<file path="src/design/hcbd_pkg.sv">
// ----------------------------------------------------------------------------
// hcbd_pkg: shared types for the chunked body decoder
// Input opcodes, result kinds, error codes, the classified item that moves
// from the front end to the decoder core, and the queue depth between them.
// ----------------------------------------------------------------------------
package hcbd_pkg;

    localparam int QDEPTH = 2;

    localparam logic [7:0] CH_CR   = 8'h0D;
    localparam logic [7:0] CH_LF   = 8'h0A;
    localparam logic [7:0] CH_SEMI = 8'h3B;

    localparam logic [31:0] MAX_CHUNK_RESET = 32'd8388608;

    typedef enum logic [1:0] {
        OP_BYTE    = 2'd0,
        OP_CLOSE   = 2'd1,
        OP_RESTART = 2'd2,
        OP_RSVD    = 2'd3
    } opcode_t;

    typedef enum logic [1:0] {
        KIND_DATA  = 2'd0,
        KIND_DONE  = 2'd1,
        KIND_ERROR = 2'd2
    } kind_t;

    typedef enum logic [1:0] {
        ERR_SIZE       = 2'd0,
        ERR_LARGE      = 2'd1,
        ERR_TERM       = 2'd2,
        ERR_INCOMPLETE = 2'd3
    } err_t;

    // classified input item
    typedef struct packed {
        opcode_t     op;
        logic [7:0]  data;
        logic        is_cr;
        logic        is_lf;
        logic        is_semi;
        logic        is_hex;
        logic [3:0]  hex_val;
    } item_t;

endpackage

</file>
<file path="src/design/hcbd_front.sv">
// ----------------------------------------------------------------------------
// hcbd_front: input classifier
// Decodes the opcode and tags each byte as CR, LF, ';' or hex digit, with the
// digit's value, so the decoder core needs no character compares.
// ----------------------------------------------------------------------------
module hcbd_front (
    input  logic [1:0]     opcode,
    input  logic [7:0]     byte_value,
    output hcbd_pkg::item_t item
);
    import hcbd_pkg::*;

    always_comb begin
        item.op      = opcode_t'(opcode);
        item.data    = byte_value;
        item.is_cr   = (byte_value == CH_CR);
        item.is_lf   = (byte_value == CH_LF);
        item.is_semi = (byte_value == CH_SEMI);
        item.is_hex  = 1'b0;
        item.hex_val = 4'd0;
        if (byte_value >= 8'h30 && byte_value <= 8'h39) begin
            item.is_hex  = 1'b1;
            item.hex_val = byte_value[3:0];
        end else if ((byte_value >= 8'h61 && byte_value <= 8'h66) ||
                     (byte_value >= 8'h41 && byte_value <= 8'h46)) begin
            // a..f and A..F share the low nibble 1..6
            item.is_hex  = 1'b1;
            item.hex_val = byte_value[3:0] + 4'd9;
        end
    end

endmodule

</file>
<file path="src/design/hcbd_queue.sv">
// ----------------------------------------------------------------------------
// hcbd_queue: short item queue
// Holds classified items between the front end and the decoder core so that
// each side can stall on its own.
// ----------------------------------------------------------------------------
module hcbd_queue (
    input  logic            aclk,
    input  logic            aresetn,
    input  logic            push,
    input  hcbd_pkg::item_t push_item,
    output logic            full,
    input  logic            pop,
    output logic            not_empty,
    output hcbd_pkg::item_t pop_item
);
    import hcbd_pkg::*;

    localparam int PW = (QDEPTH > 1) ? $clog2(QDEPTH) : 1;
    localparam int CW = $clog2(QDEPTH + 1);

    item_t         mem_reg [QDEPTH];
    logic [PW-1:0] wr_ptr_reg, wr_ptr_next;
    logic [PW-1:0] rd_ptr_reg, rd_ptr_next;
    logic [CW-1:0] count_reg, count_next;

    assign full      = (count_reg == CW'(QDEPTH));
    assign not_empty = (count_reg != '0);
    assign pop_item  = mem_reg[rd_ptr_reg];

    always_comb begin
        wr_ptr_next = wr_ptr_reg;
        rd_ptr_next = rd_ptr_reg;
        count_next  = count_reg;
        if (push) begin
            wr_ptr_next = (wr_ptr_reg == PW'(QDEPTH - 1)) ? '0 : wr_ptr_reg + 1'b1;
        end
        if (pop) begin
            rd_ptr_next = (rd_ptr_reg == PW'(QDEPTH - 1)) ? '0 : rd_ptr_reg + 1'b1;
        end
        if (push && !pop) begin
            count_next = count_reg + 1'b1;
        end else if (pop && !push) begin
            count_next = count_reg - 1'b1;
        end
    end

    always_ff @(posedge aclk) begin
        if (!aresetn) begin
            wr_ptr_reg <= '0;
            rd_ptr_reg <= '0;
            count_reg  <= '0;
        end else begin
            wr_ptr_reg <= wr_ptr_next;
            rd_ptr_reg <= rd_ptr_next;
            count_reg  <= count_next;
        end
    end

    always_ff @(posedge aclk) begin
        if (push) begin
            mem_reg[wr_ptr_reg] <= push_item;
        end
    end

endmodule

</file>
<file path="src/design/hcbd_back.sv">
// ----------------------------------------------------------------------------
// hcbd_back: chunked framing decoder core
// Runs the size line / data / terminator sequence on classified items and
// drives the registered result stage.
// ----------------------------------------------------------------------------
module hcbd_back #(
    parameter int MAX_SIZE_DIGITS = 16
) (
    input  logic            aclk,
    input  logic            aresetn,
    input  logic [31:0]     max_chunk_size,
    input  logic            item_valid,
    input  hcbd_pkg::item_t item,
    output logic            item_take,
    output logic            out_valid,
    input  logic            out_ready,
    output logic [1:0]      out_kind,
    output logic [7:0]      out_data,
    output logic [1:0]      out_err
);
    import hcbd_pkg::*;

    localparam int DCW = $clog2(MAX_SIZE_DIGITS + 2);
    localparam logic [DCW-1:0] DMAX = DCW'(MAX_SIZE_DIGITS);

    typedef enum logic [5:0] {
        PH_SIZE  = 6'b000001,
        PH_DATA  = 6'b000010,
        PH_TERM1 = 6'b000100,
        PH_TERM2 = 6'b001000,
        PH_DONE  = 6'b010000,
        PH_FAIL  = 6'b100000
    } phase_t;

    typedef enum logic [1:0] {
        PEND_NONE  = 2'd0,
        PEND_BAD   = 2'd1,
        PEND_LARGE = 2'd2
    } pend_t;

    phase_t         phase_reg, phase_next;
    logic [35:0]    acc_reg, acc_next;
    logic [DCW-1:0] cnt_reg, cnt_next;
    logic           ext_reg, ext_next;
    logic           cr_reg, cr_next;
    pend_t          pend_reg, pend_next;
    logic [31:0]    rem_reg, rem_next;

    logic           out_valid_reg, out_valid_next;
    kind_t          out_kind_reg, out_kind_next;
    logic [7:0]     out_data_reg, out_data_next;
    err_t           out_err_reg, out_err_next;

    logic [35:0]    acc_shift;
    logic           acc_over;

    assign item_take = item_valid && (!out_valid_reg || out_ready);
    assign out_valid = out_valid_reg;
    assign out_kind  = out_kind_reg;
    assign out_data  = out_data_reg;
    assign out_err   = out_err_reg;

    assign acc_shift = {acc_reg[31:0], item.hex_val};
    assign acc_over  = (acc_shift > {4'd0, max_chunk_size});

    always_comb begin
        logic           emit;
        logic           e1;
        logic [DCW-1:0] c1;
        pend_t          p1;

        emit          = 1'b0;
        e1            = ext_reg;
        c1            = cnt_reg;
        p1            = pend_reg;
        phase_next    = phase_reg;
        acc_next      = acc_reg;
        cnt_next      = cnt_reg;
        ext_next      = ext_reg;
        cr_next       = cr_reg;
        pend_next     = pend_reg;
        rem_next      = rem_reg;
        out_kind_next = out_kind_reg;
        out_data_next = out_data_reg;
        out_err_next  = out_err_reg;

        if (item_take) begin
            priority if (item.op == OP_RESTART) begin
                phase_next = PH_SIZE;
                acc_next   = '0;
                cnt_next   = '0;
                ext_next   = 1'b0;
                cr_next    = 1'b0;
                pend_next  = PEND_NONE;
                rem_next   = '0;
            end else if (item.op == OP_RSVD || phase_reg == PH_DONE ||
                         phase_reg == PH_FAIL) begin
                // ignored
            end else if (item.op == OP_CLOSE) begin
                phase_next    = PH_FAIL;
                emit          = 1'b1;
                out_kind_next = KIND_ERROR;
                out_data_next = 8'd0;
                out_err_next  = ERR_INCOMPLETE;
            end else begin
                unique case (phase_reg)
                    PH_SIZE: begin
                        if (cr_reg && item.is_lf) begin
                            cr_next = 1'b0;
                            emit    = 1'b1;
                            out_kind_next = KIND_ERROR;
                            out_data_next = 8'd0;
                            if (cnt_reg == '0 || cnt_reg > DMAX ||
                                pend_reg == PEND_BAD) begin
                                phase_next   = PH_FAIL;
                                out_err_next = ERR_SIZE;
                            end else if (pend_reg == PEND_LARGE) begin
                                phase_next   = PH_FAIL;
                                out_err_next = ERR_LARGE;
                            end else begin
                                emit         = 1'b0;
                                out_kind_next = out_kind_reg;
                                out_data_next = out_data_reg;
                                rem_next     = acc_reg[31:0];
                                phase_next   = (acc_reg[31:0] != '0) ? PH_DATA : PH_TERM1;
                            end
                        end else begin
                            // a held CR that is not followed by LF counts as a
                            // line character; it is never a hex digit
                            if (cr_reg && !e1) begin
                                if (c1 <= DMAX) c1 = c1 + 1'b1;
                                if (c1 <= DMAX && p1 == PEND_NONE) p1 = PEND_BAD;
                            end
                            if (item.is_cr) begin
                                cr_next = 1'b1;
                            end else begin
                                cr_next = 1'b0;
                                if (!e1) begin
                                    if (item.is_semi) begin
                                        e1 = 1'b1;
                                    end else begin
                                        if (c1 <= DMAX) c1 = c1 + 1'b1;
                                        if (c1 <= DMAX && p1 == PEND_NONE) begin
                                            if (!item.is_hex) begin
                                                p1 = PEND_BAD;
                                            end else begin
                                                acc_next = acc_shift;
                                                if (acc_over) p1 = PEND_LARGE;
                                            end
                                        end
                                    end
                                end
                            end
                            ext_next  = e1;
                            cnt_next  = c1;
                            pend_next = p1;
                        end
                    end
                    PH_DATA: begin
                        rem_next = rem_reg - 1'b1;
                        if (rem_reg == 32'd1) phase_next = PH_TERM1;
                        emit          = 1'b1;
                        out_kind_next = KIND_DATA;
                        out_data_next = item.data;
                        out_err_next  = ERR_SIZE;
                    end
                    PH_TERM1: begin
                        cr_next    = item.is_cr;
                        phase_next = PH_TERM2;
                    end
                    PH_TERM2: begin
                        if (!(cr_reg && item.is_lf)) begin
                            phase_next    = PH_FAIL;
                            emit          = 1'b1;
                            out_kind_next = KIND_ERROR;
                            out_data_next = 8'd0;
                            out_err_next  = ERR_TERM;
                        end else begin
                            cr_next = 1'b0;
                            if (acc_reg == '0) begin
                                phase_next    = PH_DONE;
                                emit          = 1'b1;
                                out_kind_next = KIND_DONE;
                                out_data_next = 8'd0;
                                out_err_next  = ERR_SIZE;
                            end else begin
                                phase_next = PH_SIZE;
                                acc_next   = '0;
                                cnt_next   = '0;
                                ext_next   = 1'b0;
                                pend_next  = PEND_NONE;
                            end
                        end
                    end
                    default: begin
                    end
                endcase
            end
        end

        if (emit) begin
            out_valid_next = 1'b1;
        end else if (out_ready) begin
            out_valid_next = 1'b0;
        end else begin
            out_valid_next = out_valid_reg;
        end
    end

    always_ff @(posedge aclk) begin
        if (!aresetn) begin
            phase_reg     <= PH_SIZE;
            acc_reg       <= '0;
            cnt_reg       <= '0;
            ext_reg       <= 1'b0;
            cr_reg        <= 1'b0;
            pend_reg      <= PEND_NONE;
            rem_reg       <= '0;
            out_valid_reg <= 1'b0;
        end else begin
            phase_reg     <= phase_next;
            acc_reg       <= acc_next;
            cnt_reg       <= cnt_next;
            ext_reg       <= ext_next;
            cr_reg        <= cr_next;
            pend_reg      <= pend_next;
            rem_reg       <= rem_next;
            out_valid_reg <= out_valid_next;
        end
    end

    always_ff @(posedge aclk) begin
        out_kind_reg <= out_kind_next;
        out_data_reg <= out_data_next;
        out_err_reg  <= out_err_next;
    end

endmodule

</file>
<file path="src/design/http_chunked_body_decoder.sv">
// ----------------------------------------------------------------------------
// http_chunked_body_decoder: HTTP/1.1 chunked body decoder
// Strips chunked framing from a message body streamed one byte per transfer.
//
// Input stream (s_*): s_tuser carries the opcode (byte, peer close, restart),
// s_tdata the body byte. Output stream (m_*): m_tuser carries the result kind
// (data byte, body complete, error), m_tdata the data byte and error code.
// Size lines, chunk extensions and CR LF terminators produce no output.
// cfg_* writes the per-chunk size limit; write it only while idle.
//
// Throughput is one item per cycle while the output is not stalled. An accepted
// item is written into the queue, then taken by the decoder core once the
// output stage is free, and its result, if any, is registered in the output
// stage. The front end feeds a two-entry queue, so input keeps flowing while
// m_tready is low until the queue is full; after that s_tready drops until
// the output drains. Reset clears the queue, the output stage and all decode
// state, and loads the size limit with 8 MiB. A restart opcode clears decode
// state only.
// ----------------------------------------------------------------------------
module http_chunked_body_decoder #(
    parameter int MAX_SIZE_DIGITS = 16
) (
    input  logic        aclk,
    input  logic        aresetn,

    input  logic        cfg_valid,
    output logic        cfg_ready,
    input  logic [31:0] cfg_data,     // max_chunk_size

    input  logic        s_tvalid,
    output logic        s_tready,
    input  logic [7:0]  s_tdata,      // [7:0] byte_value
    input  logic [1:0]  s_tuser,      // [1:0] opcode

    output logic        m_tvalid,
    input  logic        m_tready,
    output logic [15:0] m_tdata,      // [7:0] data_byte, [9:8] err_code
    output logic [1:0]  m_tuser       // [1:0] result_kind
);
    import hcbd_pkg::*;

    logic [31:0] max_chunk_reg;
    item_t       in_item;
    item_t       q_item;
    logic        q_full;
    logic        q_valid;
    logic        back_take;
    logic        s_xfer;
    logic [7:0]  out_data;
    logic [1:0]  out_err;

    assign cfg_ready = 1'b1;
    assign s_tready  = !q_full;
    assign s_xfer    = s_tvalid && s_tready;

    always_ff @(posedge aclk) begin
        if (!aresetn) begin
            max_chunk_reg <= MAX_CHUNK_RESET;
        end else if (cfg_valid && cfg_ready) begin
            max_chunk_reg <= cfg_data;
        end
    end

    hcbd_front u_front (
        .opcode     (s_tuser),
        .byte_value (s_tdata),
        .item       (in_item)
    );

    hcbd_queue u_queue (
        .aclk      (aclk),
        .aresetn   (aresetn),
        .push      (s_xfer),
        .push_item (in_item),
        .full      (q_full),
        .pop       (back_take),
        .not_empty (q_valid),
        .pop_item  (q_item)
    );

    hcbd_back #(
        .MAX_SIZE_DIGITS (MAX_SIZE_DIGITS)
    ) u_back (
        .aclk           (aclk),
        .aresetn        (aresetn),
        .max_chunk_size (max_chunk_reg),
        .item_valid     (q_valid),
        .item           (q_item),
        .item_take      (back_take),
        .out_valid      (m_tvalid),
        .out_ready      (m_tready),
        .out_kind       (m_tuser),
        .out_data       (out_data),
        .out_err        (out_err)
    );

    assign m_tdata = {6'd0, out_err, out_data};

    // a full queue always has an item to offer the core
    a_full_has_item: assert property (@(posedge aclk) disable iff (!aresetn)
        !s_tready |-> q_valid)
        else $error("queue full but empty");

    // the core never consumes while a result is stuck in the output stage
    a_no_take_on_stall: assert property (@(posedge aclk) disable iff (!aresetn)
        back_take |-> (!m_tvalid || m_tready))
        else $error("item taken while output stalled");

    // an accepted transfer is visible in the queue on the next cycle
    a_push_lands: assert property (@(posedge aclk) disable iff (!aresetn)
        s_xfer |=> q_valid)
        else $error("accepted item lost");

    // body complete is never directly followed by another result
    a_done_quiet: assert property (@(posedge aclk) disable iff (!aresetn)
        (m_tvalid && m_tready && m_tuser == KIND_DONE) |=> !m_tvalid)
        else $error("result right after body complete");

endmodule
</file>
<file path="config.mk">
export PLATFORM = sky130hd
export DESIGN_NAME = http_chunked_body_decoder
export DESIGN_NICKNAME = d
export VERILOG_FILES = /design/src/design/hcbd_pkg.sv /design/src/design/hcbd_front.sv /design/src/design/hcbd_queue.sv /design/src/design/hcbd_back.sv /design/src/design/http_chunked_body_decoder.sv
export SDC_FILE = /design/constraint.sdc
export NUM_CORES = 1
export LEC_CHECK = 0
export BUFFER_PORTS_ARGS = -buffer_cell sky130_fd_sc_hd__buf_2
export CORE_MARGIN = 2
export CORE_UTILIZATION = 40
export DETAILED_ROUTE_END_ITERATION = 12
export SLEW_MARGIN = 20
export SYNTH_ARGS = -nofsm -noshare
export SYNTH_HDL_FRONTEND = slang
export SYNTH_SLANG_ARGS = --single-unit
</file>
<file path="constraint.sdc">
create_clock -name aclk -period 8.32 [get_ports aclk]
set_input_delay 0.416 -clock aclk [delete_from_list [all_inputs] [get_ports aclk]]
set_output_delay 0.416 -clock aclk [all_outputs]
set_load 0.02 [all_outputs]
</file>
==> results of run 1 <==
==> report_power, final <==
| part | total, µW | internal, µW | switching [µW] |
|---|---|---|---|
| Sequential | 1000 | 926 | 73.6 |
| Clock | 789 | 447 | 341 |
| Combinational | 740 | 288 | 452 |
==> stage by stage <==
| stage | instance area, µm² | util [%] | hold WS (ns) | std cells |
|---|---|---|---|---|
| after floorplan | 9470 | - | 0.424 | 1027 |
| after global placement | 9920 | 42.5 | 0.439 | 1350 |
| after detailed placement | 9920 | 42.5 | 0.446 | 1350 |
| after CTS | 10500 | 45.0 | 0.170 | 1382 |
| after global routing | 10500 | 45.0 | 0.176 | 1382 |
| final | 10500 | 45.0 | 0.187 | 1382 |
==> layout make-up <==
class | instances | area share [%]
clock inverter | 12 | 1.37
tap | 319 | 3.80
multi-input combinational | 745 | 48.7
inverter | 50 | 1.79
sequential | 169 | 36.8
timing repair buffer | 67 | 3.42
clock buffer | 20 | 4.16
==> cell families (layout without fill, tap and decap cells) <==
group	after synthesis	in the layout	synth area share, %
xor gates and xnor gates	16	16	1.68
adders and majority gates	47	47	6.22
and+or+nand+nor	394	394	22.5
DFF	169	169	40.9
other	2	7	0.0794
muxes	89	89	9.50
AOI/OAI and AO/OA	192	192	13.7
buffers and inverters	113	149	5.41
==> cell usage in the layout, fill, tap and decap left out, types with 11 or more instances in the layout <==
cell type  synthesis  routed
a21o_1            18      18
a21oi_1           35      35
and2_1            20      20
buf_2              4      59
clkbuf_16          0      17
dfxtp_1          121     121
edfxtp_1          48      48
ha_1              47      47
inv_1             49      49
mux2i_1           83      83
nand2_1           82      82
nand3_1           50      50
nand4_1           14      14
nor2_1            60      59
nor2b_1           44      44
nor3_1            30      30
nor4_1            25      25
o21a_1            11      11
o21ai_0           51      51
or3_1             13      13
==> metal layers <==
| metal | share of wire (%) | GRT usage, % |
|---|---|---|
| met1 | 51 | 26.2 |
| met2 | 44 | 27.9 |
| met3 | 3.5 | 2.87 |
| met4 | 1.4 | 6.32 |
| met5 | 0 | 0 |
==> worst max-delay path, delay by kind of cell, from the launching register on <==
family                   cells  cell delay, ns
buffers and inverters        2            0.83
flip-flops                   1            1.01
multiplexers                 2            0.58
AND/OR/NAND/NOR              1            0.23
adder cells (fa/ha/maj)      1            0.73
AO/OA/AOI/OAI                2            0.96
==> final timing paths <==
check,end,slack [ns],depth (start not counted),start
max,u_back.acc_reg[13],3.84,8,register
min,u_queue.mem_reg[0][17],0.19,1,s_tuser[1]
min reg2reg,u_back.rem_reg[27],0.46,1,u_back.rem_reg[27]
max reg2reg,u_back.acc_reg[13],3.84,8,register
==> metrics list, run 1 <==
- Die outline width: 158 µm
- Critical Path Most Common Cell: mux2i_1
- At the end of the flow, the number of nets in the layout was 1144.
* Synth area leader: dfxtp_1
* Number of synthesis warnings: 0
- After clock tree synthesis, the clock-pin slew on the worst setup and hold paths is 0.07 ns.
* Mean routed wirelength per cell: 15.9 µm
- Type of the worst setup path: register to register
- Synth-to-Final Area Change: 11.1%
- The H-tree was split into 4 levels.
* Pre-antenna DRT Iters: 5
- Once the clock tree was built, the resizer swapped 0 gates to a different size.
- Cells with a size suffix above 1 make up 11.8% of the layout.
* HPWL after DPL: 15.1 mm
- STA classifies the critical path startpoint as a register.
* Average instance area after synthesis: around 9.3 µm²
- Port Buffers: 60
- CTS root buffer: clkbuf_16
- Static Leakage: 0.00405 µW
* FF/Latch Area: 3860 µm²
* Die span in y: 158 µm
- Cells taking the most area after synthesis: dfxtp_1, edfxtp_1, mux2i_1
- STA puts the critical path data required time at 8.67 ns.
* Synthesized flop and latch total: 169
- IR Drop Worst-Case VDD: about 160 µV
* Global placer's final weighted congestion: 0.826
- Number of nets still failing antenna checks after routing: 0
- Fill cell total of the finished layout: 2274
- The longest clock path from root to sink contains 2 buffers.
* Global Route Usage Sum: between 15 and 20%
- Crit Path Max Fanout: 36
- The die covers roughly 25000 µm².
* Routed vias/inst: roughly 5.3
- Via count of the first global-routing pass: roughly 7000
* Pwr dens: roughly 240 nW/µm²
- The number of antenna violations at the first check in global routing is 0.
- After synthesis, the largest area contributor takes up 25.6% of total cell area.
- The worst setup path is captured at a register.
- DRC violation total after the first TritonRoute iteration: 698
- Timing would allow up to 223 MHz.
* Synth Instances: 1022
- Largest net degree at the start of global routing: approximately 120
- Counting flops with an async set or reset pin after synthesis yields a share of 0%.
- The number of hold buffers added after CTS was 0.
- After floorplanning, the core was sized to cover 23300 µm².
- The floorplan has 56 rows.
- Power Total: 2530 µW
- At the placement stage, the worst setup path has a slack of approximately 3.9 ns.
- The most common cell in the synthesized netlist is dfxtp_1.
* Result of the run: finished, final reports clean
* Count of antenna diodes in the layout: 0
- The final number of max-transition violations is 0.
- Summed over all layers, the global routing overflow is 0.
* Worst min-delay path category: input pin to register
- Setup repair after global routing left no endpoint under its margin.
- The mapped netlist covers 9460 µm².
- Crit-path cells: mux2i_1 > ha_1 > inv_1 > a211oi_1 > o21ai_4 > nor3_4 > buf_4 > mux2i_1
* Actual transition at the worst max-transition pin: 1.04 ns
* Worst Path Arrival: 4.84 ns
* Worst setup slack after layout: 3.84 ns
- CTS tree: yes
* Tcrit/Tclk final: 53.9%
- In this run the count of I/O pins placed on the die edge is 68.
* Stage delay of the slowest cell on the critical path: around 1.0 ns
- The first global-routing pass estimated 36.0 mm of wire.
- Hold Vio Cnt, Final: 0
* Drt total wl: 22.0 mm
- Summing the sequential cell areas from Yosys gives 40.9% of the chip area.
- Worst clock skew: between 0.009 and 0.01 ns
- Number of vias after detailed routing: 7376
- The later pin in the worst-skew pair is clocked with a latency of 0.43 ns.
* Effective utilization at floorplan: 40.5%
* Post-route setup TNS: 0 ns
- DRC Markers: 0
* Clk sink count: 169
- The netlist uses 79 different library cells.
* Predominant post-synthesis flop cell: dfxtp_1
* Clock buffers created by TritonCTS: 17
- The worst pin sits at a relative slew slack of 30.4%.
- Sorting the synthesized cells by how often they occur yields dfxtp_1, mux2i_1, nand2_1.
- The worst path needs between 4 and 5 ns of the cycle, external delays included.
- Worst-path cell with the longest stage delay: dfxtp_1
* Setup violations, final: 0
* Number of setup buffers added after CTS: 0
* Number of enable-type register cells in the synthesized netlist: 48
* MaxCap Viol Count: 0
- Area of the multi-input gates: 5110 µm²
Note: power is estimated with default switching activity, not from simulation.
==> run 2, diff against run 1 <==
clock period = 3.8 ns   (was 8.32 ns; I/O delays follow)
==> run 2 against run 1 <==
  * Design area up 3.2%
  * Clock-buffer cell count down 2
  * Combinational power up 150%
  * Critical endpoint is now u_back.acc_reg[25]
==> metrics list, run 2 (synthesis gave the netlist of run 1 again) <==
- Dividing the detail-routed wire length by the instance count gives roughly 16 µm.
- Data on the critical path arrives at its endpoint at 3.92 ns.
- Top-Level Pins: 68
* Crit-path cells: inv_1 > ha_1 > nand2_1 > ha_1 > nor3b_4 > mux2_2 > inv_2 > ha_1 > nand2b_1 > mux2i_1 > a211oi_2 > or4_4 > and4_4 > nor3_4 > buf_4 > buf_12 > mux2i_1
- Data on the critical path is required at its endpoint by just over 4 ns.
* Fmax: 281 MHz
* Largest net degree at the start of global routing: 83
- Hold Vio Cnt, Final: 0
- Static Leakage: approximately 0.0042 µW
- Count of antenna diodes in the layout: 0
* # rows: 56
* Worst clock skew: 0.00712 ns
- Routability-driven placement finished with a final weighted congestion of 0.882.
- The first global-routing pass estimated 36.7 mm of wire.
* IR Drop Worst-Case VDD: 358 µV
- The flow ran to the end, and the final reports show no timing, DRC or antenna violations.
- Number of nets still failing antenna checks after routing: 0
- In the routed design, unresolved DRC markers number 0.
- The share of total power dissipated in sequential elements is between 30% and 40%.
* Number of pins with negative max-slew slack in the final report: 0
* Number of vias after detailed routing: approximately 7600
* DRC violation total after the first TritonRoute iteration: 611
- Post-route setup TNS: 0 ns
- STA classifies the critical path startpoint as a register.
* Part of the power in combinational logic: 31.8%
- Stage delay of the slowest cell on the critical path: 0.54 ns
* Synth-to-Final Area Change: 14.6%
* Clock network fraction of total power: 31.1%
- Type of destination of the critical path: register
- Worst-path cell with the longest stage delay: or4_4
- Tcrit/Tclk final: 93.8%
- Wires add up to 22.5 mm.
- Setup violations remaining at the end of the flow were counted as 0.
- Clock transition at the register clock pins on the worst setup and hold paths after CTS: around 0.070 ns
- Type of the worst setup path: register to register
- Number of antenna violations at the first check in global routing: 0
- Most frequent standard cell in the layout excluding fill and tap cells: dfxtp_1
* CTS root buffer: clkbuf_16
- The number of global-route vias before repair was a little over 7000.
- In this run the number of H-tree levels came out at 4.
- Clk sink count: about 170
- In this run the vertical extent of the chip is ~160 µm.
* Unrepaired setup endpoints after global routing: false
* Kind of cell with the highest combined delay on the critical path: simple AND/OR/NAND/NOR gates
* Effective utilization at floorplan: 40.5%
- The tightest min-delay check is of the input pin to register type.
- The floorplan step defined a die boundary enclosing about 25000 µm².
- Along the worst path, the maximum fanout reaches 18.
* Worst rel slew slack: 38.1%
- Counting both buffers and inverters, the worst setup path holds a total of 4.
- Summed over all nets, the switching power comes to 1940 µW.
- After floorplanning, the core was sized to cover 23300 µm².
* MaxCap Viol Count: 0
- The longest clock path from root to sink contains 2 buffers.
* Total global routing overflow: 0
- # nets final: 1176
* HPWL after DPL: 15.4 mm
* Clock latency at the later pin of the worst-skew pair: roughly 0.43 ns
* Pwr dens: 530 nW/µm²
* Clock buffers created by TritonCTS: 17
- The library cells used most frequently in the layout, excluding fill and tap cells, are dfxtp_1, mux2i_1, nand2_1.
* Global Route Usage Sum: 18.4%
- Dividing the detail-routed via count by the number of cells gives approximately 5.4.
* CTS tree: yes
* Actual transition at the worst max-transition pin: 0.929 ns
- Die outline width: 158 µm
- The cell that appears most often on the critical path is ha_1.
- Cells fill 46.4% of the core in the end.
- Pre-antenna DRT Iters: 5
- In this run switching power makes up 33.9% of total power.
* Cell-internal power: 3800 µW
- Port Buffers: 60
- Fraction of final layout cells with drive strength greater than 1: a little over an eighth
* Final Critical Period: 3.56 ns
## run 2: cell count changes in the layout (fill, tap and decap cells not counted), moves of 2 or more
cell,before,now
clkinv_1,0,2
inv_6,2,4
buf_4,7,25
buf_12,0,2
clkbuf_1,3,1
dlygate4sd3_1,0,11
## run 2: worst min-delay path: stages
cell	delay (ns)
buf_2	0.08
mux2i_1	0.05
nor2b_1	0.09
## run 2: metrics by stage
stage / area [µm²] / total power (µW) / std cells / worst slack (ns) / hold slack [ns]
floorplan: 9470 / 3500 / 1027 / 0.166 / 0.289
global placement: 10100 / 3890 / 1367 / 0.287 / 0.386
detailed placement: 10100 / 3900 / 1367 / 0.210 / 0.393
CTS: 10800 / 5700 / 1410 / 0.176 / 0.000473
global route: 10800 / 6040 / 1414 / 0.00375 / 0.0127
finish: 10800 / 5740 / 1414 / 0.237 / 0.0110
## run 2: layout make-up
| type | instances | area [µm²] |
|---|---|---|
| Fill cell | 2249 | 12500 |
| Inverter | 50 | 188 |
| Clock inverter | 14 | 171 |
| Sequential cell | 169 | 3860 |
| Timing Repair Buffer | 99 | 669 |
| Tap cell | 319 | 399 |
| Clock buffer | 18 | 429 |
| Multi-Input combinational cell | 745 | 5120 |
## run 2: worst paths after layout
kind	cells past startpoint	endpoint	slack, ns	from
max	17	u_back.acc_reg[25]	0.24	u_back.cnt_reg[0]
min	3	max_chunk_reg[8]	0.01	cfg_data[8]
max reg2reg	17	u_back.acc_reg[25]	0.24	u_back.cnt_reg[0]
min reg2reg	2	u_back.acc_reg[34]	0.46	u_back.acc_reg[34]
## run 2: power groups by stage
stage | Combinational (µW) | Sequential [µW] | Clock, µW
global route | 2000 | 2150 | 1890
finish | 1830 | 2130 | 1790
floorplan | 1330 | 2170 | 0
detailed placement | 1740 | 2170 | 0
CTS | 1750 | 2130 | 1820
global placement | 1720 | 2170 | 0
## run 2: repair_timing
action                     CTS  global route
hold endpoints to repair    16             0
buffers inserted             0             2
hold buffers                11             0
setup endpoints to repair    0            36
resized for setup            0             1
## run 2: per-layer routing
layer	GRT usage (%)	wire length (µm)	share of wire, %	vias up
li1	-	-	-	3822
met1	25.9	11100	49	3576
met2	28.5	10000	45	165
met3	3.12	911	4.1	30
met4	6.36	422	1.9	0
met5	0	0	0	-
==> run 3, diff against run 2 <==
HOLD_SLACK_MARGIN = 0.12   (was default)
MAX_ROUTING_LAYER = met4   (was default)
==> run 3 against run 2 <==
  * Routed wire length rose by 1.9%
  * Sequential power about the same
  * Power increased by 0.55%
  * Via count grew 1.9%
  * Final cell count rose by 2.3%
  * Die area unchanged
  * Worst hold slack gained 0.20 ns
  * Critical path type unchanged
  * Critical endpoint unchanged
  * Highest routed layer unchanged
==> metrics list, run 3 (synthesis gave the netlist of run 1 again) <==
- DRC Markers: 0
- CTS built an H-tree with a depth of 4.
- At the pin with the least slew margin, the transition time is 0.938 ns.
- The clock drives 169 sinks.
- The number of antenna violations at the first check in global routing was 0.
- Crit-path cells: inv_1 > ha_1 > nand2_1 > ha_1 > nor3b_4 > mux2_2 > inv_2 > ha_1 > nand2b_1 > mux2i_1 > a211oi_2 > or4_4 > and4_4 > nor3_4 > buf_4 > buf_12 > mux2i_1
* Drt total wl: 22.9 mm
- Port Buffers: 60
- Setup violations, final: 0
- Area of the placeable core: 23300 µm²
* CTS root buffer: clkbuf_16
- Fin Hold WS: about 0.21 ns
* Tcrit/Tclk final: 93.6%
- For the worst-skew pair, the clock arrives at the later sink with an insertion delay of 0.44 ns.
* Top-Level Pins: around 70
- The completed layout was analyzed and its total power is 5770 µW.
- After detailed routing, the average wire length per cell comes to roughly 16 µm.
- In this run, CTS created clock tree buffers numbering 17.
- Largest net degree at the start of global routing: 83
- Critical Path Most Common Cell: ha_1
* Stage delay of the slowest cell on the critical path: ~0.54 ns
- The critical path starts at u_back.cnt_reg[0].
* Highest-count cells in the layout ignoring fill and taps: dfxtp_1, mux2i_1, nand2_1
- Worst clock skew: 0.00907 ns
* FF/Latch Area: 3860 µm²
- Worst Path Arrival: 3.91 ns
- Number of vias after detailed routing: roughly 7700
- The critical path is of the register to register type.
* Hold Vio Cnt, Final: 0
- Pwr dens: 518 nW/µm²
- Worst rel slew slack: 37.4%
* Unrepaired setup endpoints after global routing: false
* FF-to-FF Start: u_back.cnt_reg[0]
- Leaving out fill and tap cells, the most frequent cell in the layout is dfxtp_1.
- Global-route wire length before repair: 37.4 mm
* Capturing point of the worst reg2reg path: u_back.acc_reg[25]
* Fmax: 281 MHz
- The multi-input combinational cells in the finished layout cover a total of 5120 µm².
- Max clock buf depth: 2
- # nets final: 1208
* Global placer's final weighted congestion: 0.897
* # rows: 56
- Of the cells placed in the final design, the portion with a size suffix greater than 1 is 13.0%.
* Flop-to-flop setup slack: around 0.24 ns
* Data required, critical path: between 4 and 5 ns
* Via count of the first global-routing pass: about 7300
* Total global routing overflow: 0
- Synth-to-Final Area Change: 18.0%
* Effective utilization at floorplan: roughly two fifths
- Number of pins with negative max-slew slack in the final report: 0
- Fill cells in the final layout number 2219.
* Type of destination of the critical path: register
* CTS tree: yes
* Post-route setup TNS: 0 ns
- STA classifies the critical path startpoint as a register.
- Die outline width: 158 µm
* Final Critical Period: 3.56 ns
- DRC violation total after the first TritonRoute iteration: 610
- Pre-antenna DRT Iters: 7
- After clock tree synthesis, the clock-pin slew on the worst setup and hold paths is 0.07 ns.
- In this run the static leakage power is approximately 0.0044 µW.
- The flow ran to the end, and the final reports show no timing, DRC or antenna violations.
* Routed vias/inst: 5.35
* Global Route Usage Sum: between 10% and 20%
- Die span in y: 158 µm
* Worst-path cell with the longest stage delay: or4_4
- Following the worst setup path forward leads to its endpoint at u_back.acc_reg[25].
- The path class of the tightest hold or removal check is input pin to register.
- Count of antenna diodes in the layout: 0
- HPWL after DPL: 15.4 mm
- The worst-case IR drop observed on VDD is 361 µV.
- Across the run, the number of max-cap violations was 0.
* Depth of the worst register-to-register path: 17
- The die covers 24900 µm².
* Crit Path Max Fanout: 18
- In this run the remaining antenna-violating nets after routing total 0.
==> run 3: cell count changes in the layout (fill, tap and decap cells not counted) <==
cell / change
dlygate4sd3_1: +32
==> run 3: per-stage QoR <==
stage               cells  instance area [µm²]  setup WS [ns]  util, %
global placement     1367                10100          0.287     43.2
CTS                  1442                11100          0.176     47.6
global route         1446                11200        0.00361     47.8
detailed placement   1367                10100          0.210     43.2
floorplan            1027                 9470          0.166        -
finish               1446                11200          0.243     47.8
==> run 3: report_power, final <==
part	switching (µW)	internal (µW)	total (µW)
clock	753	1040	1790
combinational	1100	752	1850
sequential	102	2030	2130
total	1960	3820	5770
==> run 3: layout make-up <==
type | count | area share, %
sequential | 169 | 34.6
multi-input combinational | 745 | 45.9
clock inverter | 14 | 1.54
timing repair buffer | 131 | 8.87
inverter | 50 | 1.68
tap | 319 | 3.58
clock buffer | 18 | 3.85
==> run 3: worst min path at each step <==
stage                from  cells after the start                      to
2_1_floorplan  s_tdata[2]                      0  u_queue.mem_reg[0][10]
3_3_place_gp   s_tuser[1]                      1  u_queue.mem_reg[1][17]
3_5_place_dp   s_tuser[1]                      1  u_queue.mem_reg[0][17]
4_1_cts          s_tvalid                      4      u_queue.wr_ptr_reg
5_1_grt          s_tvalid                      4      u_queue.wr_ptr_reg
6_report         s_tvalid                      4      u_queue.wr_ptr_reg
==> run 3: per-layer routing <==
layer / GRT usage, % / routed length, µm
met2: 29.6 / 10400
met3: 3.64 / 848
met5: - / 0
met4: 5.54 / 403
met1: 26.1 / 11300
==> run 3: critical path, delay by kind of cell (launching register included) <==
| family | cells | cell delay (ns) |
|---|---|---|
| AND/OR/NAND/NOR | 6 | 1.18 |
| adder cells (fa/ha/maj) | 3 | 0.56 |
| multiplexers | 3 | 0.82 |
| buffers and inverters | 4 | 0.45 |
| flip-flops | 1 | 0.31 |
| AO/OA/AOI/OAI | 1 | 0.14 |
==> run 3: timing repair <==
action / 4_1_cts / 5_1_grt
setup buffers: 0 / 2
resized for setup: 0 / 1
setup endpoints to repair: 0 / 36
endpoints found under the hold margin: 53 / 0
hold buffers: 43 / 0
